**config.mk**
```make
export PLATFORM = sky130hd
export DESIGN_NAME = json_string_unescape
export DESIGN_NICKNAME = d
export VERILOG_FILES = /design/src/jsu_pkg.sv /design/src/json_string_unescape.sv /design/src/jsu_decode.sv
export SDC_FILE = /design/constraint.sdc
export NUM_CORES = 1
export LEC_CHECK = 0
export BUFFER_PORTS_ARGS = -buffer_cell sky130_fd_sc_hd__clkbuf_2
export CAP_MARGIN = 20
export CORE_ASPECT_RATIO = 1.1
export CORE_MARGIN = 2
export CORE_UTILIZATION = 55
export DETAILED_ROUTE_END_ITERATION = 12
export PLACE_DENSITY = 0.76
export SYNTH_ARGS = -nofsm -noshare
export SYNTH_HDL_FRONTEND = slang
export SYNTH_SLANG_ARGS = --single-unit
```
**constraint.sdc**
```tcl
create_clock -name clk -period 3.2 [get_ports clk]
set_input_delay 0.32 -clock clk [delete_from_list [all_inputs] [get_ports clk]]
set_output_delay 0.32 -clock clk [all_outputs]
set_load 0.005 [all_outputs]
```
**src/jsu_pkg.sv**
```systemverilog
// Shared types and result codes for the JSON string unescaper.
`default_nettype none
package jsu_pkg;

  localparam int unsigned MaxRes = 4;

  localparam logic [1:0] KIND_DATA  = 2'd0;
  localparam logic [1:0] KIND_DONE  = 2'd1;
  localparam logic [1:0] KIND_ERROR = 2'd2;

  localparam logic [3:0] ERR_NONE         = 4'd0;
  localparam logic [3:0] ERR_NO_QUOTE     = 4'd1;
  localparam logic [3:0] ERR_END_AFTER_BS = 4'd2;
  localparam logic [3:0] ERR_BAD_ESCAPE   = 4'd3;
  localparam logic [3:0] ERR_SHORT_HEX    = 4'd4;
  localparam logic [3:0] ERR_BAD_HEX      = 4'd5;
  localparam logic [3:0] ERR_MISSING_LOW  = 4'd6;
  localparam logic [3:0] ERR_BAD_LOW      = 4'd7;
  localparam logic [3:0] ERR_LONE_LOW     = 4'd8;
  localparam logic [3:0] ERR_CONTROL      = 4'd9;
  localparam logic [3:0] ERR_UNTERMINATED = 4'd10;

  typedef struct packed {
    logic [7:0] data_byte;
    logic       end_of_text;
  } jsu_in_t;

  typedef struct packed {
    logic [7:0] out_byte;
    logic [1:0] kind;
    logic [3:0] error_code;
    logic       last_of_run;
  } jsu_out_t;

endpackage
`default_nettype wire

```
**src/json_string_unescape.sv**
```systemverilog
// Top level of the JSON string unescaper: input register, decoder, result buffer.
// Decodes one quoted JSON string literal, one text byte per transfer, into UTF-8 bytes
// followed by a completion result, or an error result (after which the next opening
// quote is awaited). Each input byte is registered, decoded combinationally and its
// results (none to four) are loaded into a four-entry result buffer that drains one
// result per cycle when out_stall is low; last_of_run marks the final result of
// each byte. The first result of a byte appears after the input register and the
// result buffer. With out_stall low, a byte giving at most one result is taken every
// cycle; a byte giving more holds the single output port and the input waits.
`default_nettype none
module json_string_unescape import jsu_pkg::*; (
  input  wire logic     clk,
  input  wire logic     rst_n,
  input  wire logic     in_valid,
  output logic          in_stall,
  input  wire jsu_in_t  in_data,
  output logic          out_valid,
  input  wire logic     out_stall,
  output jsu_out_t      out_data
);

  logic                  in_vld_r;
  jsu_in_t               in_r;
  jsu_out_t              buf_r [MaxRes];
  logic [2:0]            cnt_r;
  logic [1:0]            idx_r;
  logic                  out_xfer;
  logic                  load;
  jsu_out_t [MaxRes-1:0] res;
  logic [2:0]            res_cnt;

  assign out_valid = (cnt_r != 3'd0);
  assign out_xfer  = out_valid && !out_stall;
  // Move the held byte into the buffer once the previous burst is gone.
  assign load      = in_vld_r && ((cnt_r == 3'd0) || ((cnt_r == 3'd1) && out_xfer));
  assign in_stall  = in_vld_r && !load;

  jsu_decode u_decode (
    .clk     (clk),
    .rst_n   (rst_n),
    .item    (in_r),
    .load    (load),
    .res     (res),
    .res_cnt (res_cnt)
  );

  always_comb begin
    out_data             = buf_r[idx_r];
    out_data.last_of_run = (cnt_r == 3'd1);
  end

  always_ff @(posedge clk) begin
    if (!rst_n) begin
      in_vld_r <= 1'b0;
    end else if (in_valid && !in_stall) begin
      in_vld_r <= 1'b1;
    end else if (load) begin
      in_vld_r <= 1'b0;
    end
  end

  always_ff @(posedge clk) begin
    if (in_valid && !in_stall) begin
      in_r <= in_data;
    end
  end

  always_ff @(posedge clk) begin
    if (!rst_n) begin
      cnt_r <= 3'd0;
      idx_r <= 2'd0;
    end else if (load) begin
      cnt_r <= res_cnt;
      idx_r <= 2'd0;
    end else if (out_xfer) begin
      cnt_r <= cnt_r - 3'd1;
      idx_r <= idx_r + 2'd1;
    end
  end

  always_ff @(posedge clk) begin
    if (load) begin
      for (int i = 0; i < MaxRes; i++) begin
        buf_r[i] <= res[i];
      end
    end
  end

  a_cnt_range: assert property (@(posedge clk) disable iff (!rst_n)
    cnt_r <= 3'd4)
    else $error("result count out of range");

  a_code_kind: assert property (@(posedge clk) disable iff (!rst_n)
    out_valid && out_data.kind != KIND_ERROR |-> out_data.error_code == ERR_NONE)
    else $error("error code on a non-error result");

  a_end_last: assert property (@(posedge clk) disable iff (!rst_n)
    out_valid && out_data.kind != KIND_DATA |-> out_data.out_byte == 8'd0 &&
      out_data.last_of_run)
    else $error("completion or error result not the last of its run");

  a_load_shows: assert property (@(posedge clk) disable iff (!rst_n)
    load && res_cnt != 3'd0 |=> out_valid && idx_r == 2'd0)
    else $error("loaded burst not presented");

endmodule
`default_nettype wire

```
**src/jsu_decode.sv**
```systemverilog
// Escape decoder: parse state plus the results that one text byte produces.
`default_nettype none
module jsu_decode import jsu_pkg::*; (
  input  wire logic                 clk,
  input  wire logic                 rst_n,
  input  wire jsu_in_t              item,
  input  wire logic                 load,
  output jsu_out_t [MaxRes-1:0]     res,
  output logic     [2:0]            res_cnt
);

  typedef enum logic [2:0] {
    PH_IDLE   = 3'd0,
    PH_BODY   = 3'd1,
    PH_ESC    = 3'd2,
    PH_HEX1   = 3'd3,
    PH_NEEDBS = 3'd4,
    PH_NEEDU  = 3'd5,
    PH_HEX2   = 3'd6
  } phase_t;

  localparam logic [7:0] CH_QUOTE = 8'h22;
  localparam logic [7:0] CH_BSL   = 8'h5C;
  localparam logic [7:0] CH_SLASH = 8'h2F;
  localparam logic [7:0] CH_B     = 8'h62;
  localparam logic [7:0] CH_F     = 8'h66;
  localparam logic [7:0] CH_N     = 8'h6E;
  localparam logic [7:0] CH_R     = 8'h72;
  localparam logic [7:0] CH_T     = 8'h74;
  localparam logic [7:0] CH_U     = 8'h75;
  localparam logic [7:0] CH_SPACE = 8'h20;

  phase_t      phase_r, phase_nxt;
  logic [1:0]  hex_r, hex_nxt;
  logic [15:0] first_r, first_nxt;
  logic [15:0] second_r, second_nxt;

  logic [7:0]  c;
  logic        eot;
  logic        hex_ok;
  logic [3:0]  hex_d;
  logic [15:0] first_new, second_new;
  logic [20:0] cp;
  jsu_out_t [MaxRes-1:0] enc;
  logic [2:0]  enc_cnt;

  assign c   = item.data_byte;
  assign eot = item.end_of_text;

  always_comb begin
    hex_ok = 1'b1;
    hex_d  = 4'd0;
    if (c >= 8'h30 && c <= 8'h39) begin
      hex_d = c[3:0];
    end else if ((c >= 8'h61 && c <= 8'h66) || (c >= 8'h41 && c <= 8'h46)) begin
      hex_d = c[3:0] + 4'd9;
    end else begin
      hex_ok = 1'b0;
    end
  end

  assign first_new  = {first_r[11:0], hex_d};
  assign second_new = {second_r[11:0], hex_d};

  // Pair combine concatenates the ten payload bits of each unit and adds 0x10000.
  assign cp = (phase_r == PH_HEX2) ?
              ({1'b0, first_r[9:0], second_new[9:0]} + 21'h10000) :
              {5'd0, first_new};

  always_comb begin
    enc = '0;
    if (cp <= 21'h7F) begin
      enc_cnt = 3'd1;
      enc[0].out_byte = cp[7:0];
    end else if (cp <= 21'h7FF) begin
      enc_cnt = 3'd2;
      enc[0].out_byte = {3'b110, cp[10:6]};
      enc[1].out_byte = {2'b10, cp[5:0]};
    end else if (cp <= 21'hFFFF) begin
      enc_cnt = 3'd3;
      enc[0].out_byte = {4'b1110, cp[15:12]};
      enc[1].out_byte = {2'b10, cp[11:6]};
      enc[2].out_byte = {2'b10, cp[5:0]};
    end else begin
      enc_cnt = 3'd4;
      enc[0].out_byte = {5'b11110, cp[20:18]};
      enc[1].out_byte = {2'b10, cp[17:12]};
      enc[2].out_byte = {2'b10, cp[11:6]};
      enc[3].out_byte = {2'b10, cp[5:0]};
    end
  end

  always_comb begin
    logic       fail;
    logic [3:0] code;
    fail       = 1'b0;
    code       = ERR_NONE;
    phase_nxt  = phase_r;
    hex_nxt    = hex_r;
    first_nxt  = first_r;
    second_nxt = second_r;
    res        = '0;
    res_cnt    = 3'd0;
    unique case (phase_r)
      PH_BODY: begin
        if (eot) begin
          fail = 1'b1; code = ERR_UNTERMINATED;
        end else if (c == CH_QUOTE) begin
          res[0].kind = KIND_DONE;
          res_cnt     = 3'd1;
          phase_nxt   = PH_IDLE;
          hex_nxt     = 2'd0;
          first_nxt   = '0;
          second_nxt  = '0;
        end else if (c == CH_BSL) begin
          phase_nxt = PH_ESC;
        end else if (c < CH_SPACE) begin
          fail = 1'b1; code = ERR_CONTROL;
        end else begin
          res[0].out_byte = c;
          res_cnt         = 3'd1;
        end
      end
      PH_ESC: begin
        if (eot) begin
          fail = 1'b1; code = ERR_END_AFTER_BS;
        end else begin
          phase_nxt = PH_BODY;
          res_cnt   = 3'd1;
          case (c)
            CH_QUOTE, CH_BSL, CH_SLASH: res[0].out_byte = c;
            CH_B: res[0].out_byte = 8'h08;
            CH_F: res[0].out_byte = 8'h0C;
            CH_N: res[0].out_byte = 8'h0A;
            CH_R: res[0].out_byte = 8'h0D;
            CH_T: res[0].out_byte = 8'h09;
            CH_U: begin
              res_cnt   = 3'd0;
              phase_nxt = PH_HEX1;
              hex_nxt   = 2'd0;
              first_nxt = '0;
            end
            default: begin
              res_cnt = 3'd0;
              fail = 1'b1; code = ERR_BAD_ESCAPE;
            end
          endcase
        end
      end
      PH_HEX1: begin
        if (eot) begin
          fail = 1'b1; code = ERR_SHORT_HEX;
        end else if (!hex_ok) begin
          fail = 1'b1; code = ERR_BAD_HEX;
        end else begin
          first_nxt = first_new;
          hex_nxt   = hex_r + 2'd1;
          if (hex_r == 2'd3) begin
            if (first_new[15:10] == 6'b110110) begin
              phase_nxt = PH_NEEDBS;
            end else if (first_new[15:10] == 6'b110111) begin
              fail = 1'b1; code = ERR_LONE_LOW;
            end else begin
              res       = enc;
              res_cnt   = enc_cnt;
              phase_nxt = PH_BODY;
            end
          end
        end
      end
      PH_NEEDBS: begin
        if (eot || c != CH_BSL) begin
          fail = 1'b1; code = ERR_MISSING_LOW;
        end else begin
          phase_nxt = PH_NEEDU;
        end
      end
      PH_NEEDU: begin
        if (eot || c != CH_U) begin
          fail = 1'b1; code = ERR_MISSING_LOW;
        end else begin
          phase_nxt  = PH_HEX2;
          hex_nxt    = 2'd0;
          second_nxt = '0;
        end
      end
      PH_HEX2: begin
        if (eot) begin
          fail = 1'b1; code = ERR_SHORT_HEX;
        end else if (!hex_ok) begin
          fail = 1'b1; code = ERR_BAD_HEX;
        end else begin
          second_nxt = second_new;
          hex_nxt    = hex_r + 2'd1;
          if (hex_r == 2'd3) begin
            if (second_new[15:10] != 6'b110111) begin
              fail = 1'b1; code = ERR_BAD_LOW;
            end else begin
              res       = enc;
              res_cnt   = enc_cnt;
              phase_nxt = PH_BODY;
            end
          end
        end
      end
      default: begin
        if (eot || c != CH_QUOTE) begin
          fail = 1'b1; code = ERR_NO_QUOTE;
        end else begin
          phase_nxt  = PH_BODY;
          hex_nxt    = 2'd0;
          first_nxt  = '0;
          second_nxt = '0;
        end
      end
    endcase
    if (fail) begin
      res              = '0;
      res[0].kind       = KIND_ERROR;
      res[0].error_code = code;
      res_cnt          = 3'd1;
      phase_nxt        = PH_IDLE;
      hex_nxt          = 2'd0;
      first_nxt        = '0;
      second_nxt       = '0;
    end
  end

  always_ff @(posedge clk) begin
    if (!rst_n) begin
      phase_r  <= PH_IDLE;
      hex_r    <= 2'd0;
      first_r  <= '0;
      second_r <= '0;
    end else if (load) begin
      phase_r  <= phase_nxt;
      hex_r    <= hex_nxt;
      first_r  <= first_nxt;
      second_r <= second_nxt;
    end
  end

endmodule
`default_nettype wire

```
==> summary.md <==
| Metric | Value |
|---|---|
| Outcome | finished, final reports clean |
| Worst setup EP type | flop |
| DRC | 0 |
| Drt first pass iters | 5 |
| Post-DP HPWL | around 9300 um |
| Worst hold path class | input pin to flop |
| Vias in the first global route | between 4,000 and 5,000 |
| Slew @ Worst Pin | between 800 and 900 ps |
| Die height | between 100 and 150 um |
| I/O Pins | 30 |
| CP cell instances | inv_1, ha_1, and3_1, or4_4, a211o_1, o2111ai_2, or2_4, o32ai_2, a221o_1 |
| CTS Buffer Depth | 2 |
| Syn_nets | 552 |
| Yosys reg bits | 81 |
| Starting Density | between 50% and 60% |
| CP Class | flop to flop |
| Nets | between 500 and 600 |
| Final instance count without filler cells | slightly below 700 |
| Multi-input gate area | around 0.0027 mm2 |
| Routed WL | about 13,000 um |
| IR drop worst, VDD | 0.000329 V |
| Via Count | approximately 4,400 |
| Core Rows | 36 |
| Initial DRC count | 600 |
| Async S/R FF share, synth | 0% |
| Finish-stage setup viols | 0 |
| CP Data Arrival Time | roughly 3200 ps |
| Mapped Area | between 0.004 and 0.005 mm2 |
| Die Width | 94.7 um |
| # fillers | just under 800 |
| Achievable frequency | between 300 and 400 MHz |
| Placed insts | between 600 and 700 |
| Warnings from Yosys | 0 |
| Area growth from synthesis to layout | 10.6% |
| DR vias/cell | approximately 6.4 |
| Setup Skew | between 10 and 15 ps |
| Max incr delay on CP | between 500 and 600 ps |
| Core Box Area | ~0.009 mm2 |
| Drt wl/cell | about 19 um |
| Clock slew at reported path FFs | 90 ps |
| Setup slack after layout | about 160 ps |
| Post-synth EDFFs | 44 |
| Prevailing post-synth register cell | edfxtp_1 |
| All-Layer GR Usage | between 20 and 30% |
| Avg Inst Size Synth | ~9.4 um2 |
| Fin crit share | between 90% and 100% |
| CTS root buffer | clkbuf_8 |
| Final-report max-slew violation count | 0 |
| Final Hold Viols | 0 |
| First-pass GRT wire length | ~21,000 um |
| Min Clock Period, post-route | between 3000 and 4000 ps |
| Total CTS buffers | 9 |
| Total power | between 2 and 3 mW |
| Crit path required time | 3320 ps |
| RSZ-0062 raised after global routing | false |
| Layout cell share with drive strength beyond 1 | 17.5% |
| MaxCap Viol Count | 0 |
| CTS tree | done |
| Post-DRT Antenna Nets | 0 |
| Clock Sinks | between 80 and 90 |
| Hold buffers post-CTS | 0 |
| Setup TNS | 0 ps |
| Hold Slack | approximately 110 ps |
| Max-slew headroom | between 40 and 50% |
| CP startpoint kind | flop |
| Grt ovf | 0 |
| Worst path bufs/invs | 1 |
| Worst slack, placed | slightly below 70 ps |
| Largest net degree at the start of global routing | 44 |
| Sequential Area | around 0.0021 mm2 |
| Port Buf Inserts | 29 |
| Die footprint | slightly below 0.01 mm2 |
| Register area share after synthesis | about 41% |
| Post-synthesis cell type count | 80 |
| Pwr/cell area | between 500 and 600 mW/mm2 |
| Diodes inserted | 0 |
| CP max-delay cell | or4_4 |
| Syn Inst Count | approximately 530 |
| Antenna violations before repair | 0 |
| Htree depth | 3 |
| Max FO, Critical Path | 5 |
| Clock Latency Late Sink | roughly 380 ps |
| FF-to-FF setup slack | 160 ps |
| Top delay family on crit path | compound AO/OA/AOI/OAI gates |
| Leak Pwr | ~2 nW |
| GP Congestion | 0.969 |
-- per-layer routing --
layer	GRT usage, %	vias to the layer above	routed length (um)
met1	39.0	2045	5530
met3	4.51	39	978
met2	42.8	222	6260
li1	-	2057	-
met5	0	-	0
met4	11.5	0	349
-- worst reg2reg max path: cells and delay by family, from the launching register on --
kind,cells,cell delay [ps]
DFF,1,440
buffers and inverters,1,110
AOI/OAI and AO/OA,4,1080
and+or+nand+nor,3,900
adders and majority gates,1,260
-- Yosys cell counts (14+ instances only) --
master / instances / area share (%)
edfxtp_1: 44 / 27
nor2_1: 48 / 3.6
a21oi_1: 22 / 2.2
nand2_1: 51 / 3.8
dfxtp_1: 37 / 15
o21ai_0: 25 / 2.5
clkbuf_1: 23 / 1.7
nor3_1: 17 / 1.7
mux2i_1: 17 / 3.4
nand3_1: 21 / 2.1
inv_1: 15 / 1.1
and2_1: 16 / 2.0
a22o_1: 14 / 2.5
-- cells by family (layout without fill, tap and decap cells) --
logic type | after synthesis | count (layout) | synth area share (%)
AOI/OAI and AO/OA | 143 | 143 | 21.1
DFF | 81 | 81 | 41.4
buffers and inverters | 51 | 88 | 4.68
muxes | 24 | 24 | 6.59
and+or+nand+nor | 217 | 217 | 23.2
xor gates and xnor gates | 3 | 3 | 0.528
adders and majority gates | 10 | 10 | 2.51
-- metrics by stage --
step | utilization (%) | area [um2]
2_1_floorplan | - | 4980
3_3_place_gp | 59.9 | 5290
3_5_place_dp | 59.9 | 5290
4_1_cts | 62.2 | 5500
5_1_grt | 62.4 | 5510
6_report | 62.4 | 5510
-- registers in the layout (all words and copies together) (netlist names), named ones only --
name	count
in_vld_r	1
u_decode.phase_r	3
cnt_r	3
u_decode.second_r	12
u_decode.first_r	12
buf_r	35
u_decode.hex_r	2
in_r	9
idx_r	2
-- worst paths after layout --
check | cells past startpoint | startpoint | to
setup / recovery | 9 | in_r[2]$_DFFE_PP_ | buf_r[0][7]$_SDFFCE_PN0P_
hold / removal | 1 | in_data[7] | in_r[7]$_DFFE_PP_
setup reg to reg | 9 | in_r[2]$_DFFE_PP_ | buf_r[0][7]$_SDFFCE_PN0P_
hold reg to reg | 1 | u_decode.second_r[10]$_SDFFE_PN0P_ | u_decode.second_r[10]$_SDFFE_PN0P_
-- final cells by class --
| type | count | share of cell area [%] |
|---|---|---|
| Multi-Input combinational cell | 397 | 48.8 |
| Clock inverter | 4 | 0.523 |
| Inverter | 16 | 1.09 |
| Timing Repair Buffer | 56 | 6.32 |
| Sequential cell | 81 | 37.5 |
| Tap cell | 114 | 2.59 |
| Clock buffer | 12 | 3.25 |
-- power breakdown --
part	internal, mW	switching, mW
logic	0.305	0.356
registers	1.24	0.0849
clock network	0.383	0.393
-- cells in the final DEF (no fill, tap or decap), types with 4 or more instances in the layout --
cell type   n
or3_1       4
buf_4      27
nor2_1     48
a21boi_0    4
nand3_1    21
a22o_1     14
nand2b_1    8
inv_1      15
a21o_1      4
and2_1     16
and3b_1     4
a211oi_1    6
clkbuf_8    9
ha_1       10
a21oi_1    22
o22ai_1     4
clkbuf_2   30
nor3_1     17
o211ai_1    7
nor2b_1     8
mux2i_1    17
edfxtp_1   44
and3_1      5
a31oi_1    10
o21ai_0    25
mux4_2      7
a311oi_1    4
nand3b_1    4
o21ai_1     4
nand2_1    51
dfxtp_1    37
-- repair_timing --
action | 4_1_cts | 5_1_grt
setup endpoints to repair | 0 | 3
buffers inserted | 0 | 1
gates resized for setup | 0 | 1
Note: power is estimated with default switching activity, not from simulation.
